<file path="src/pkbd_pkg.sv">
`timescale 1ns / 1ps

package pkbd_pkg;

    localparam logic [1:0] ACT_DATA  = 2'd0;
    localparam logic [1:0] ACT_START = 2'd1;
    localparam logic [1:0] ACT_END   = 2'd2;

    localparam logic [7:0] LIT_MAX_HDR = 8'd127;
    localparam logic [7:0] NOP_HDR     = 8'd128;
    localparam logic [8:0] RUN_BASE    = 9'd257;

    localparam int CMD_DEPTH = 4;

    localparam logic [15:0] REQ_LEN_RESET = 16'd40;

    typedef struct packed {
        logic [1:0] action;
        logic [7:0] data_byte;
    } item_t;

    typedef struct packed {
        logic [63:0] data;
        logic [3:0]  byte_count;
        logic        last;
        logic        done_res;
        logic [15:0] produced;
    } result_t;

    // one decoded run (or a bare done mark when len is zero)
    typedef struct packed {
        logic [7:0]  value;
        logic [7:0]  len;
        logic        done;
        logic [15:0] base;
    } cmd_t;

    typedef enum logic [5:0] {
        PH_IDLE    = 6'b000001,
        PH_HEADER  = 6'b000010,
        PH_LITERAL = 6'b000100,
        PH_REPVAL  = 6'b001000,
        PH_SKIP    = 6'b010000,
        PH_DONE    = 6'b100000
    } phase_t;

endpackage

</file>
<file path="src/pkbd_front.sv">
`timescale 1ns / 1ps

module pkbd_front
    import pkbd_pkg::*;
(
    input  logic        clk,
    input  logic        rst_n,
    input  logic        cfg_we,
    input  logic [15:0] cfg_wdata,
    input  logic        accept,
    input  item_t       item,
    output logic        cmd_valid,
    output cmd_t        cmd
);

    logic [15:0] req_len_reg;
    phase_t      phase_reg, phase_next;
    logic [7:0]  lit_reg, lit_next;
    logic [7:0]  skip_reg, skip_next;
    logic [15:0] budget_reg, budget_next;
    logic [15:0] prod_reg, prod_next;

    always_comb
    begin
        logic        active;
        logic [7:0]  len;
        logic [7:0]  rem;
        phase_t      fin;

        phase_next  = phase_reg;
        lit_next    = lit_reg;
        skip_next   = skip_reg;
        budget_next = budget_reg;
        prod_next   = prod_reg;
        cmd_valid   = 1'b0;
        cmd.value   = item.data_byte;
        cmd.len     = '0;
        cmd.done    = 1'b0;
        cmd.base    = prod_reg;
        len         = item.data_byte + 8'd1;
        rem         = '0;
        fin         = phase_reg;
        active      = (phase_reg == PH_HEADER) || (phase_reg == PH_LITERAL)
                   || (phase_reg == PH_REPVAL) || (phase_reg == PH_SKIP);

        if (accept)
        begin
            unique case (item.action)
                ACT_START:
                begin
                    budget_next = req_len_reg;
                    prod_next   = '0;
                    lit_next    = '0;
                    skip_next   = '0;
                    if (req_len_reg == '0)
                    begin
                        phase_next = PH_DONE;
                        cmd_valid  = 1'b1;
                        cmd.done   = 1'b1;
                        cmd.base   = '0;
                    end
                    else
                    begin
                        phase_next = PH_HEADER;
                    end
                end
                ACT_END:
                begin
                    if (active)
                    begin
                        phase_next = PH_DONE;
                        lit_next   = '0;
                        skip_next  = '0;
                        cmd_valid  = 1'b1;
                        cmd.done   = 1'b1;
                    end
                end
                ACT_DATA:
                begin
                    unique case (phase_reg)
                        PH_HEADER:
                        begin
                            if (item.data_byte <= LIT_MAX_HDR)
                            begin
                                lit_next   = ({8'd0, len} < budget_reg) ? len
                                                                        : budget_reg[7:0];
                                skip_next  = len - lit_next;
                                phase_next = (lit_next != '0) ? PH_LITERAL : PH_SKIP;
                            end
                            else if (item.data_byte != NOP_HDR)
                            begin
                                lit_next   = 8'(RUN_BASE - {1'b0, item.data_byte});
                                phase_next = PH_REPVAL;
                            end
                        end
                        PH_LITERAL:
                        begin
                            lit_next    = lit_reg - 8'd1;
                            budget_next = budget_reg - 16'd1;
                            prod_next   = prod_reg + 16'd1;
                            if (skip_reg != '0)
                                fin = PH_SKIP;
                            else if (budget_next == '0)
                                fin = PH_DONE;
                            else
                                fin = PH_HEADER;
                            if (lit_next == '0)
                                phase_next = fin;
                            cmd_valid = 1'b1;
                            cmd.len   = 8'd1;
                            cmd.done  = (phase_next == PH_DONE);
                        end
                        PH_REPVAL:
                        begin
                            rem         = ({8'd0, lit_reg} < budget_reg) ? lit_reg
                                                                         : budget_reg[7:0];
                            lit_next    = '0;
                            budget_next = budget_reg - {8'd0, rem};
                            prod_next   = prod_reg + {8'd0, rem};
                            phase_next  = (budget_next == '0) ? PH_DONE : PH_HEADER;
                            cmd_valid   = 1'b1;
                            cmd.len     = rem;
                            cmd.done    = (budget_next == '0);
                        end
                        PH_SKIP:
                        begin
                            skip_next = skip_reg - 8'd1;
                            if (skip_next == '0)
                            begin
                                if (budget_reg == '0)
                                begin
                                    phase_next = PH_DONE;
                                    cmd_valid  = 1'b1;
                                    cmd.done   = 1'b1;
                                end
                                else
                                begin
                                    phase_next = PH_HEADER;
                                end
                            end
                        end
                        default:
                        begin
                            phase_next = phase_reg;
                        end
                    endcase
                end
                default:
                begin
                    phase_next = phase_reg;
                end
            endcase
        end
    end

    always_ff @(posedge clk or negedge rst_n)
    begin
        if (!rst_n)
        begin
            req_len_reg <= REQ_LEN_RESET;
            phase_reg   <= PH_IDLE;
            lit_reg     <= '0;
            skip_reg    <= '0;
            budget_reg  <= '0;
            prod_reg    <= '0;
        end
        else
        begin
            if (cfg_we)
                req_len_reg <= cfg_wdata;
            phase_reg  <= phase_next;
            lit_reg    <= lit_next;
            skip_reg   <= skip_next;
            budget_reg <= budget_next;
            prod_reg   <= prod_next;
        end
    end

endmodule

</file>
<file path="src/pkbd_cmd_fifo.sv">
`timescale 1ns / 1ps

module pkbd_cmd_fifo
    import pkbd_pkg::*;
(
    input  logic clk,
    input  logic rst_n,
    input  logic wr_en,
    input  cmd_t wr_data,
    input  logic rd_en,
    output cmd_t rd_data,
    output logic full,
    output logic not_empty
);

    localparam int PTR_W = $clog2(CMD_DEPTH);
    localparam int CNT_W = $clog2(CMD_DEPTH + 1);

    cmd_t             store_reg [CMD_DEPTH];
    logic [PTR_W-1:0] wr_ptr_reg, wr_ptr_next;
    logic [PTR_W-1:0] rd_ptr_reg, rd_ptr_next;
    logic [CNT_W-1:0] count_reg, count_next;

    assign full      = (count_reg == CNT_W'(CMD_DEPTH));
    assign not_empty = (count_reg != '0);
    assign rd_data   = store_reg[rd_ptr_reg];

    always_comb
    begin
        wr_ptr_next = wr_ptr_reg;
        rd_ptr_next = rd_ptr_reg;
        count_next  = count_reg;
        if (wr_en)
            wr_ptr_next = (wr_ptr_reg == PTR_W'(CMD_DEPTH - 1)) ? '0 : wr_ptr_reg + PTR_W'(1);
        if (rd_en)
            rd_ptr_next = (rd_ptr_reg == PTR_W'(CMD_DEPTH - 1)) ? '0 : rd_ptr_reg + PTR_W'(1);
        if (wr_en && !rd_en)
            count_next = count_reg + CNT_W'(1);
        else if (!wr_en && rd_en)
            count_next = count_reg - CNT_W'(1);
    end

    always_ff @(posedge clk)
    begin
        if (wr_en)
            store_reg[wr_ptr_reg] <= wr_data;
    end

    always_ff @(posedge clk or negedge rst_n)
    begin
        if (!rst_n)
        begin
            wr_ptr_reg <= '0;
            rd_ptr_reg <= '0;
            count_reg  <= '0;
        end
        else
        begin
            wr_ptr_reg <= wr_ptr_next;
            rd_ptr_reg <= rd_ptr_next;
            count_reg  <= count_next;
        end
    end

endmodule

</file>
<file path="src/pkbd_back.sv">
`timescale 1ns / 1ps

module pkbd_back
    import pkbd_pkg::*;
#(
    parameter int LANE_BYTES = 8
)
(
    input  logic    clk,
    input  logic    rst_n,
    input  logic    cmd_avail,
    input  cmd_t    cmd,
    output logic    cmd_take,
    input  logic    pop,
    output logic    empty,
    output result_t result
);

    localparam logic [7:0] LANE_W = 8'(LANE_BYTES);

    logic       started_reg, started_next;
    logic [7:0] rem_reg, rem_next;
    logic [15:0] prod_reg, prod_next;
    logic       out_valid_reg, out_valid_next;
    result_t    out_reg, out_next;

    always_comb
    begin
        logic [7:0]  rem;
        logic [15:0] prod;
        logic [7:0]  cnt;
        logic        fire;

        rem  = started_reg ? rem_reg : cmd.len;
        prod = started_reg ? prod_reg : cmd.base;
        cnt  = (rem < LANE_W) ? rem : LANE_W;
        fire = cmd_avail && (!out_valid_reg || pop);

        started_next   = started_reg;
        rem_next       = rem_reg;
        prod_next      = prod_reg;
        out_next       = out_reg;
        out_valid_next = out_valid_reg && !pop;
        cmd_take       = 1'b0;

        if (fire)
        begin
            for (int i = 0; i < 8; i++)
                out_next.data[8*i +: 8] = (8'(i) < cnt) ? cmd.value : 8'd0;
            out_next.byte_count = 4'(cnt);
            out_next.last       = (rem == cnt);
            out_next.done_res   = cmd.done && (rem == cnt);
            out_next.produced   = prod + {8'd0, cnt};
            out_valid_next      = 1'b1;
            rem_next            = rem - cnt;
            prod_next           = prod + {8'd0, cnt};
            if (rem == cnt)
            begin
                started_next = 1'b0;
                cmd_take     = 1'b1;
            end
            else
            begin
                started_next = 1'b1;
            end
        end
    end

    assign empty  = !out_valid_reg;
    assign result = out_reg;

    always_ff @(posedge clk)
    begin
        out_reg  <= out_next;
        rem_reg  <= rem_next;
        prod_reg <= prod_next;
    end

    always_ff @(posedge clk or negedge rst_n)
    begin
        if (!rst_n)
        begin
            started_reg   <= 1'b0;
            out_valid_reg <= 1'b0;
        end
        else
        begin
            started_reg   <= started_next;
            out_valid_reg <= out_valid_next;
        end
    end

endmodule

</file>
<file path="src/packbits_run_length_decoder.sv">
`timescale 1ns / 1ps
// PackBits decoder. One input transaction is taken per cycle while the run queue has room.
// A run of n bytes leaves as ceil(n / LANE_BYTES) result transactions, set by the lane expander,
// one per cycle while results are popped; a literal, skip or done mark gives at most one.
// An input reaches its first result through the queue write, then the result register.
// rst_n is asynchronous, active low: idle phase, empty queue, request_length = 40.
module packbits_run_length_decoder
    import pkbd_pkg::*;
#(
    parameter int LANE_BYTES = 8
)
(
    input  logic        clk,
    input  logic        rst_n,
    input  logic        cfg_we,
    input  logic [15:0] cfg_wdata,
    input  logic        push,
    output logic        full,
    input  item_t       item,
    output logic        empty,
    input  logic        pop,
    output result_t     result
);

    logic accept;
    logic cmd_valid;
    cmd_t cmd_in;
    cmd_t cmd_head;
    logic cmd_avail;
    logic cmd_take;

    assign accept = push && !full;

    pkbd_front u_front
    (
        .clk       (clk),
        .rst_n     (rst_n),
        .cfg_we    (cfg_we),
        .cfg_wdata (cfg_wdata),
        .accept    (accept),
        .item      (item),
        .cmd_valid (cmd_valid),
        .cmd       (cmd_in)
    );

    pkbd_cmd_fifo u_fifo
    (
        .clk       (clk),
        .rst_n     (rst_n),
        .wr_en     (cmd_valid),
        .wr_data   (cmd_in),
        .rd_en     (cmd_take),
        .rd_data   (cmd_head),
        .full      (full),
        .not_empty (cmd_avail)
    );

    pkbd_back #(
        .LANE_BYTES (LANE_BYTES)
    ) u_back
    (
        .clk       (clk),
        .rst_n     (rst_n),
        .cmd_avail (cmd_avail),
        .cmd       (cmd_head),
        .cmd_take  (cmd_take),
        .pop       (pop),
        .empty     (empty),
        .result    (result)
    );

endmodule

</file>
<file path="config.mk">
export PLATFORM = sky130hd
export DESIGN_NAME = packbits_run_length_decoder
export DESIGN_NICKNAME = d
export VERILOG_FILES = /design/src/pkbd_pkg.sv /design/src/pkbd_front.sv /design/src/pkbd_cmd_fifo.sv /design/src/pkbd_back.sv /design/src/packbits_run_length_decoder.sv
export SDC_FILE = /design/constraint.sdc
export NUM_CORES = 1
export LEC_CHECK = 0
export BUFFER_PORTS_ARGS = -buffer_cell sky130_fd_sc_hd__buf_4
export CAP_MARGIN = 25
export CORE_MARGIN = 4
export CORE_UTILIZATION = 30
export DETAILED_ROUTE_END_ITERATION = 7
export PLACE_DENSITY = 0.43
export REMOVE_ABC_BUFFERS = 1
export SLEW_MARGIN = 40
export SYNTH_ARGS = -nofsm -noshare
export SYNTH_HDL_FRONTEND = slang
export SYNTH_HIERARCHICAL = 1
export SYNTH_SLANG_ARGS = --single-unit
</file>
<file path="constraint.sdc">
create_clock -name clk -period 4.4 [get_ports clk]
set_clock_uncertainty 0.15 [all_clocks]
set_input_delay 0.88 -clock clk [delete_from_list [all_inputs] [get_ports clk]]
set_output_delay 0.88 -clock clk [all_outputs]
set_load 0.005 [all_outputs]
</file>
==> results of run 1 <==
## final timing paths
check                                     endpoint  depth (start not counted)  slack (ps)
setup / recovery           u_fifo/store_reg[2][16]                         16         130
max in group asynchronous   u_front/req_len_reg[5]                          2        3210
setup reg to reg           u_fifo/store_reg[2][16]                         16         130
hold reg to reg                u_fifo/count_reg[2]                          1         360
min in group clk               u_fifo/count_reg[2]                          1         360
hold / removal               u_front/budget_reg[8]                          1         140
## cell usage in the layout, fill, tap and decap left out, types with 13 or more instances in the layout
cell type  synthesis  routed
ha_1              59      57
nand3_1           36      36
mux2i_1           24      23
nand2_1           65      65
and2_1            52      49
inv_1             36      36
mux4_2            28      28
nor3_1            24      24
mux2_2            32      32
buf_4              8     257
edfxtp_1         226     226
xor2_1            22      19
a21o_1            14      14
xnor2_1           45      43
o21ai_0           62      49
a21oi_1           64      62
clkbuf_16          0      38
nor2_1            85      84
nor4_1            13      13
nor2b_1           57      57
dfrtp_1           76      75
## where the power goes
part	internal [W]	leakage, nW	total (W)	switching (W)
logic	0.00261	4.14	0.00561	0.00299
clock network	0.00161	0.553	0.00284	0.00124
registers	0.00406	3.09	0.00446	0.000399
total	0.00828	7.79	0.0129	0.00463
## critical path: stages, from the launching register on
cell and delay [ps]:
dfrtp_1 380, or4_4 560, nor4b_4 370, o21a_1 240, o21a_4 190, nand3_1 110, and2_1 180, ha_1 320
buf_4 140, nor2_1 40, a21oi_1 160, xor2_1 360, nor4b_4 90, and4_4 220, a31oi_1 230, nor2_1 110
buf_4 170
## layer usage
metal / track usage / routed length, um / vias up
li1: - / - / 5335
met1: 0.203 / 19800 / 5433
met2: 0.258 / 21100 / 223
met3: 0.0239 / 1670 / 61
met4: 0.0482 / 1150 / 0
met5: 0 / 0 / -
## cells by family after synthesis
kind of cell             count (synthesis)  synth area share
AO/OA/AOI/OAI                          251             0.102
XOR/XNOR                                68            0.0376
adder cells (fa/ha/maj)                 65            0.0530
buffers and inverters                   96            0.0303
flip-flops                             305             0.547
multiplexers                            92            0.0877
other                                    1          0.000234
AND/OR/NAND/NOR                        413             0.142
## cell type report
class,count,area (sq um),share of cell area
Clock buffer,45,987,0.0498
Clock inverter,22,131,0.00662
Inverter,37,141,0.00713
Multi-Input combinational cell,891,6940,0.350
Sequential cell,305,8770,0.442
Tap cell,688,861,0.0434
Timing Repair Buffer,261,2010,0.101
## repair_timing
action	in CTS	in global routing
resized for setup	12	31
pin swaps	4	8
buffers inserted	1	1
endpoints found under the setup margin	10	24
## stage by stage
stage | worst slack (ps) | setup TNS, ps
final | 127 | 0
after global routing | -40.8 | -40.8
after CTS | 22.7 | 0
after detailed placement | -444 | -2410
after global placement | -305 | -1460
after floorplan | -935 | -5440
==> metrics.md, run 1 <==
| Metric | Value |
|---|---|
| Skew-Pair Late Insertion Delay | `560 ps` |
| Antenna cells | `0` |
| Ys flop type | `edfxtp_1` |
| Async set-reset flop share out of synthesis | `0.259` |
| Tcrit/Tclk final | `0.971` |
| Dpl cells | `2,180` |
| # setup viols final | `0` |
| Post-synth EDFFs | `roughly 230` |
| Pwr dens | `651 mW/mm^2` |
| Fmax achieved | `0.234 GHz` |
| Chip Width | `239 um` |
| NumNets Final | `1,628` |
| Pin count of the biggest net entering global routing | `56` |
| Startpoint types | `flip-flop` |
| P&R area growth vs syn | `23.8%` |
| Layout cells sized above 1 | `0.283` |
| Most frequent cells after synthesis | `edfxtp_1, nor2_1, dfrtp_1` |
| Synth warn | `6` |
| IO Port Bufs | `around 120` |
| Final GP Congestion | `0.832` |
| CTS tree | `yes` |
| Mapped Area | `0.0160 sq mm` |
| Clk slew on worst S/H paths | `around 60 ps` |
| Finished Core Util | `0.376` |
| Hold Fails Final Rpt | `0` |
| Flops & latches, synth | `305` |
| Worst min-delay path category | `in -> async` |
| Longest Clk Path Bufs | `3` |
| Min Hold Slack | `135 ps` |
| WL/cell | `19.5 um` |
| Static leakage | `just under 8 nW` |
| Post-Layout Cell Count | `about 2,200` |
| Yosys cell types | `89` |
| Synth area leader | `edfxtp_1` |
| Worst rel slew slack | `0.514` |
| Wire length of the first global-routing pass | `about 68 mm` |
| Outcome | `completed` |
| Gate Count Post-Synth | `1,291` |
| Worst Path Required | `between 4000 and 5000 ps` |
| Final Max Slew Viols | `0` |
| Starting density of the core | `0.304` |
| HPWL after DPL | `~32 mm` |
| Crit Reg-Reg Startpoint | `u_front/budget_reg[12]` |
| Seq/Total Area, Yosys | `0.547` |
| Synth top area share | `0.424` |
| Synth area leaders | `edfxtp_1, dfrtp_1, ha_1, mux4_2, xnor2_1` |
| Placed cell area | `0.0185 sq mm` |
| Remaining antenna violation count after routing | `0` |
| Cts hold-fix bufs | `0` |
| Initial antenna violation count | `0` |
| Post-DR vias/cell | `4.91` |
| Most frequent cell after synthesis | `edfxtp_1` |
| Setup CP Type | `reg -> reg` |
| Max FFs per register | `roughly 130` |
| Io pins | `119` |
| Drt first-iter violations | `614` |
| Worst setup path start | `u_front/budget_reg[12]` |
| Total wire length | `43.8 mm` |
| Core area | `0.0528 sq mm` |
| CP max FO | `8` |
| Detailed-router iteration count before antenna repair | `4` |
| Worst EP arrival | `4420 ps` |
| DRC | `0` |
| All-Layer GR Usage | `0.153` |
| Post-Syn Area per Cell | `12.4 sq um` |
| Max_cap viols | `0` |
| Worst slew pin tran | `729 ps` |
| Die Span Y | `roughly 240 um` |
| Die ar. | `0.0572 sq mm` |
| Design area | `0.0198 sq mm` |
| Pwr Total | `0.0129 W` |
| Fill cells | `5,160` |
| Clock Sinks | `305` |
| CP Capture Type | `flip-flop` |
| Number of global-route vias before repair | `11,400` |
| CTS buffer count | `37` |
| Total gr overflow | `0` |
| Min Tclk post-route | `around 4300 ps` |
| Root buf cell | `clkbuf_16` |
| H-tree depth | `2` |
| Max VDD drop | `0.000263 V` |
| Site row count | `84` |
| RSZ-0062 raised after global routing | `yes` |
| Via Count | `around 11,000` |
(Power assumes the default switching activity.)
==> run 2, diff against run 1 <==
Settings changed: RECOVER_POWER set to 50.
==> run 2 against run 1 <==
  * Die area did not move
  * Combinational power fell by 2%
  * Clock power barely moved
  * Sequential share of layout area rose by 0.41 points
  * The run now ends with capacitance limit, slew limit left
==> metrics.md, run 2 (synthesis gave the netlist of run 1 again) <==
| Metric | Value |
|---|---|
| Cts hold-fix bufs | `0 (unchanged)` |
| Layout cells sized above 1 | `0.252 (-0.0307)` |
| Drt first-iter violations | `577 (-6.0%)` |
| Most frequent cells in the layout | `edfxtp_1, buf_4, nor2_1, dfrtp_1, nand2_1` |
| Clock Sinks | `305 (unchanged)` |
| Switching power | `0.00462 W (-0.21%)` |
| IO Port Bufs | `118 (unchanged)` |
| Pwr Total | `0.0128 W (-1.0%)` |
| Via Count | `11,000 (-0.56%)` |
| Worst min-delay path category | `reg -> reg` |
| Antenna cells | `0 (unchanged)` |
| Placed cell area | `0.0185 sq mm (unchanged)` |
| Total Neg Setup Slack | `0 ps (unchanged)` |
| Dpl cells | `2,180 (unchanged)` |
| Die Span Y | `239 um (unchanged)` |
| Core area | `0.0528 sq mm (unchanged)` |
| Detailed-router iteration count before antenna repair | `4 (unchanged)` |
| Worst Path Required | `4660 ps (+110 ps)` |
| Starting density of the core | `0.304 (unchanged)` |
| Switching fraction of total power | `0.362 (+0.00295)` |
| Startpoint types | `flip-flop` |
| Failing checks | `capacitance limit, slew limit` |
| Tcrit/Tclk final | `0.973 (+0.00151)` |
| CP Buf/Inv Count | `2 (unchanged)` |
| DRC | `0 (unchanged)` |
| Chip Width | `239 um (unchanged)` |
| Pwr dens | `650 mW/mm^2 (-0.10%)` |
| Clk slew on worst S/H paths | `60 ps (about the same)` |
| Longest Clk Path Bufs | `3 (unchanged)` |
| CTS tree | `yes` |
| CP max FO | `6 (-2)` |
| CTS buffer count | `37 (unchanged)` |
| NumNets Final | `1,628 (unchanged)` |
| Remaining antenna violation count after routing | `0 (unchanged)` |
| Site row count | `84 (unchanged)` |
| Crit path max-delay cell type | `or4_4` |
| Worst setup margin | `121 ps (-6.64 ps)` |
| P_int | `0.00816 W (-1.5%)` |
| Pin count of the biggest net entering global routing | `56 (unchanged)` |
| Final GP Congestion | `0.832 (unchanged)` |
| P&R area growth vs syn | `22.7%` |
| Wire length of the first global-routing pass | `68.2 mm (unchanged)` |
| CP Cell Sequence | `or4_4 > nor4b_4 > o21a_1 > o21ai_2 > buf_4 > o21ai_4 > and2_4 > ha_1 > or2_2 > o31a_1 > xor2_2 > nor4b_4 > and4_4 > a31oi_1 > nor2_1 > buf_4` |
| Worst rel slew slack | `-0.509 (-1.02)` |
| Max FFs per register | `132 (unchanged)` |
| Total wire length | `43.7 mm (about the same)` |
| Dpl ws | `-444 ps (unchanged)` |
| Worst slew pin tran | `2260 ps (+1530 ps)` |
| Root buf cell | `clkbuf_16` |
| Sequential cell area | `0.00877 sq mm (unchanged)` |
| CP Capture Type | `flip-flop` |
| Area of the multi-input gates | `0.00693 sq mm (-0.14%)` |
| Design area | `0.0197 sq mm (-0.92%)` |
| Max_cap viols | `2 (+2)` |
| HPWL after DPL | `32.0 mm (unchanged)` |
| H-tree depth | `2 (unchanged)` |
| Total gr overflow | `0 (unchanged)` |
| RSZ-0062 raised after global routing | `yes` |
| # setup viols final | `0 (unchanged)` |
| Fmax achieved | `0.234 GHz (-0.16%)` |
| Initial antenna violation count | `0 (unchanged)` |
| Post-Layout Cell Count | `2,249 (unchanged)` |
| Fill cells | `5,196 (+0.70%)` |
| Combinational power share | `0.429 (-0.005)` |
| Commonest non-fill, non-tap cell in the layout | `edfxtp_1` |
| Max VDD drop | `0.000263 V (-0.20%)` |
| WL/cell | `19.4 um (about the same)` |
| Die ar. | `0.0572 sq mm (unchanged)` |
| All-Layer GR Usage | `0.153 (unchanged)` |
| Post-DR vias/cell | `4.89 (-0.56%)` |
| Seq pwr share | `0.349 (+0.004)` |
| Outcome | `complete, but fails checks` |
| CP delay by family, top | `simple AND/OR/NAND/NOR gates` |
| Clk pwr share | `0.222 (+0.002)` |
| Static leakage | `7.60 nW (-2.5%)` |
| Final Max Slew Viols | `76 (+76)` |
| Hold Fails Final Rpt | `0 (unchanged)` |
| Skew-Pair Late Insertion Delay | `560 ps (about the same)` |
| Max stage delay on crit path | `560 ps (about the same)` |
| Min Tclk post-route | `4280 ps (+6.64 ps)` |
| Io pins | `119 (unchanged)` |
| Setup CP Type | `reg -> reg` |
| Worst EP arrival | `4540 ps (+120 ps)` |
| Number of global-route vias before repair | `11,400 (unchanged)` |
## run 2: changes by cell type in the layout (fill, tap and decap cells not counted), sizes merged
cell    previous run  this run
buf              261       156
clkbuf            45       150
## run 2: path summary, 6_finish.rpt
path                                            to  slack (ps)  depth (start not counted)                    from
max                        u_fifo/store_reg[2][16]         120                         16  u_front/budget_reg[12]
min                            u_fifo/count_reg[2]         360                          1     u_fifo/count_reg[2]
max reg2reg                u_fifo/store_reg[2][16]         120                         16  u_front/budget_reg[12]
min reg2reg                    u_fifo/count_reg[2]         360                          1     u_fifo/count_reg[2]
max in group asynchronous      u_front/prod_reg[7]        1080                          2                   rst_n
min in group asynchronous    u_front/budget_reg[8]         810                          1                   rst_n
## run 2: power by group through the flow
stage | clock, W | combinational [W] | sequential (W)
floorplan | 0 | 0.00288 | 0.00467
global placement | 0 | 0.00546 | 0.00452
detailed placement | 0 | 0.00547 | 0.00453
CTS | 0.00296 | 0.00555 | 0.00448
global route | 0.00308 | 0.00603 | 0.00455
finish | 0.00284 | 0.00548 | 0.00446
## run 2: worst reg2reg max path, stage by stage (launching register included)
cell and delay (ps):
dfrtp_1 380, or4_4 560, nor4b_4 360, o21a_1 240, o21ai_2 90, buf_4 170
o21ai_4 130, and2_4 160, ha_1 260, or2_2 310, o31a_1 130, xor2_2 180
nor4b_4 250, and4_4 270, a31oi_1 120, nor2_1 200, buf_4 180
## run 2: repair_timing
action                                 CTS  global route
setup endpoints to repair               10            24
pin swaps                                4             8
endpoints found under the hold margin    0             0
buffers inserted                         1             1
gates resized for setup                 12            31
cloned                                   0             0
## run 2: area by class of cell
cell class,instances,share of cell area
flip-flops and latches,305,0.446
well taps,688,0.0438
clock buffers,45,0.0502
inverters,37,0.00719
repair buffers,261,0.0935
multi-input cells,891,0.352
clock inverters,22,0.00668
## run 2: per-stage QoR
stage	utilization	hold slack (ps)
after floorplan	-	299
after global placement	0.352	329
after detailed placement	0.352	340
after CTS	0.374	134
after global routing	0.373	377
final	0.373	358
## run 2: routing by layer
layer / track usage / share of wire / vias up
li1: - / - / 5334
met1: 0.203 / 0.45 / 5369
met2: 0.258 / 0.48 / 228
met3: 0.0239 / 0.039 / 59
met4: 0.0482 / 0.026 / 0
met5: 0 / 0 / -
==> run 3, diff against run 2 <==
==> constraint.sdc (replaced) <==
create_clock -name clk -period 4.4 [get_ports clk]
set_clock_uncertainty 0.15 [all_clocks]
set_input_delay 0.88 -clock clk [delete_from_list [all_inputs] [get_ports clk]]
set_output_delay 0.88 -clock clk [all_outputs]
set_load 0.01 [all_outputs]
==> run 3 against run 2 <==
  * The flow still finishes with violations (capacitance limit, slew limit)
  * First-iteration DRC count grew 2.8%
  * Final area fell by 1.1%
  * Final cell count did not move
  * Power is essentially flat
  * Non-clock buffer count is the same
  * Critical path depth did not move
  * Utilization decreased by 0.41 points
  * Worst setup slack worse by 2.3 ps
  * Critical path type unchanged
  * Critical endpoint unchanged
  * Highest routed layer unchanged
==> metrics.md, run 3 (synthesis gave the netlist of run 1 again) <==
| Metric | Value |
|---|---|
| Longest Clk Path Bufs | `3 (unchanged)` |
| H-tree depth | `2 (unchanged)` |
| RSZ-0062 raised after global routing | `yes` |
| Number of global-route vias before repair | `11,400 (unchanged)` |
| CTS buffer count | `37 (unchanged)` |
| Hold Fails Final Rpt | `0 (unchanged)` |
| Max FFs per register | `132 (unchanged)` |
| NumNets Final | `1,628 (unchanged)` |
| Area of the multi-input gates | `0.00693 sq mm (unchanged)` |
| CP max FO | `8 (+2)` |
| Starting density of the core | `0.304 (unchanged)` |
| Via Count | `11,000 (+0.064%)` |
| Worst rel slew slack | `-0.511 (-0.00163)` |
| IO Port Bufs | `118 (unchanged)` |
| Most frequent cells in the layout | `edfxtp_1, buf_4, clkbuf_1, nor2_1, dfrtp_1` |
| Post-DR vias/cell | `4.89 (about the same)` |
| Startpoint types | `flip-flop` |
| Crit Reg-Reg Startpoint | `u_front/budget_reg[12]` |
| WL/cell | `19.5 um (+0.23%)` |
| Die Span Y | `239 um (unchanged)` |
| Commonest non-fill, non-tap cell in the layout | `edfxtp_1` |
| Pwr dens | `657 mW/mm^2 (+1.0%)` |
| CTS tree | `yes` |
| Final Max Slew Viols | `76 (unchanged)` |
| Worst min-delay path category | `reg -> reg` |
| Fmax achieved | `0.234 GHz (about the same)` |
| P_int | `0.00800 W (-1.9%)` |
| Switching power | `0.00477 W (+3.2%)` |
| Tcrit/Tclk final | `0.973 (about the same)` |
| Pin count of the biggest net entering global routing | `56 (unchanged)` |
| Worst setup path start | `u_front/budget_reg[12]` |
| Initial antenna violation count | `0 (unchanged)` |
| Fill cells | `5,239 (+0.83%)` |
| Site row count | `84 (unchanged)` |
| Switching fraction of total power | `0.373 (+0.0117)` |
| Total Neg Setup Slack | `0 ps (unchanged)` |
| Sequential cell area | `0.00877 sq mm (unchanged)` |
| CP Capture Type | `flip-flop` |
| All-Layer GR Usage | `0.153 (unchanged)` |
| Chip Width | `239 um (unchanged)` |
| Setup CP Type | `reg -> reg` |
| Detailed-router iteration count before antenna repair | `4 (unchanged)` |
| # setup viols final | `0 (unchanged)` |
| Worst EP arrival | `4430 ps (-110 ps)` |
| Clk slew on worst S/H paths | `60 ps (about the same)` |
| Remaining antenna violation count after routing | `0 (unchanged)` |
| Worst slew pin tran | `2270 ps (+2.44 ps)` |
| Total wire length | `43.8 mm (+0.23%)` |
| Min Tclk post-route | `4280 ps (+2.33 ps)` |
| Antenna cells | `0 (unchanged)` |
| Combinational power share | `0.428 (about the same)` |
| Drt first-iter violations | `593 (+2.8%)` |
| Seq pwr share | `0.350 (about the same)` |
| Layout cells sized above 1 | `0.215 (-0.0372)` |
| Failing checks | `capacitance limit, slew limit` |
| Hold Startpoint | `u_fifo/count_reg[2]` |
| Finished Core Util | `0.368 (-0.00413)` |
| Root buf cell | `clkbuf_16` |
| Core area | `0.0528 sq mm (unchanged)` |
| Io pins | `119 (unchanged)` |
| Clk pwr share | `0.222 (about the same)` |
| Cts hold-fix bufs | `0 (unchanged)` |
| Max_cap viols | `2 (unchanged)` |
| Wire length of the first global-routing pass | `68.2 mm (unchanged)` |
| Outcome | `complete, but fails checks` |
| Clock Sinks | `305 (unchanged)` |
| Total gr overflow | `0 (unchanged)` |
| Die ar. | `0.0572 sq mm (unchanged)` |
| DRC | `0 (unchanged)` |
| Worst Path Required | `4550 ps (-110 ps)` |
| HPWL after DPL | `32.0 mm (unchanged)` |
| Final GP Congestion | `0.832 (unchanged)` |
| Static leakage | `7.40 nW (-2.6%)` |
| Skew-Pair Late Insertion Delay | `560 ps (about the same)` |
| Max VDD drop | `0.000263 V (-0.14%)` |
| P&R area growth vs syn | `21.3%` |
==> run 3: routing by layer <==
metal	vias to the layer above	wire length [um]	track usage
li1	5335	-	-
met1	5383	19900	0.203
met2	216	21000	0.258
met3	63	1720	0.0239
met4	0	1150	0.0482
met5	-	0	0
==> run 3: per-stage QoR <==
step | area (sq um) | instances | hold WS, ps | total power [W] | worst slack [ps]
6_report | 19400 | 2249 | 353 | 0.0128 | 118
5_1_grt | 19400 | 2249 | 377 | 0.0136 | -42.6
4_1_cts | 19700 | 2248 | 134 | 0.0131 | 22.7
3_5_place_dp | 18500 | 2180 | 340 | 0.0101 | -444
3_3_place_gp | 18500 | 2180 | 329 | 0.0101 | -305
2_1_floorplan | 15700 | 1233 | 299 | 0.00770 | -935
==> run 3: path summary, 6_finish.rpt <==
| path | end | slack, ps | depth (start not counted) |
|---|---|---|---|
| max | u_fifo/store_reg[2][16] | 120 | 16 |
| min reg2reg | u_fifo/count_reg[2] | 350 | 1 |
| max in group asynchronous | u_front/prod_reg[7] | 1090 | 2 |
| max reg2reg | u_fifo/store_reg[2][16] | 120 | 16 |
| min in group asynchronous | u_front/budget_reg[8] | 810 | 1 |
| min | u_fifo/count_reg[2] | 350 | 1 |
==> run 3: area by class of cell <==
cell class	instances	area share
multi-input cells	891	0.356
well taps	688	0.0443
clock inverters	22	0.00676
repair buffers	261	0.0833
flip-flops and latches	305	0.451
inverters	37	0.00727
clock buffers	45	0.0508
==> run 3: what timing repair did <==
| item | 4_1_cts | 5_1_grt |
|---|---|---|
| hold endpoints to repair | 0 | 0 |
| gates cloned | 0 | 0 |
| buffers inserted | 1 | 1 |
| setup endpoints to repair | 10 | 24 |
| resized for setup | 12 | 31 |
| pin swaps | 4 | 8 |
==> run 3: critical path, stage by stage, from the launching register on <==
cell     delay, ps
dfrtp_1        380
or4_4          560
nor4b_4        360
o21a_1         230
o21a_4         190
nand3_1        110
and2_1         180
ha_1           320
buf_4          140
nor2_1          40
a21oi_1        160
xor2_1         360
nor4b_4         90
and4_4         220
a31oi_1        240
nor2_1         110
buf_4          180
==> run 3: power groups by stage <==
stage	Clock (W)	Combinational [W]	Sequential, W
floorplan	0	0.00288	0.00482
CTS	0.00296	0.00570	0.00448
global placement	0	0.00561	0.00452
finish	0.00284	0.00546	0.00446
global route	0.00308	0.00601	0.00455
detailed placement	0	0.00562	0.00453
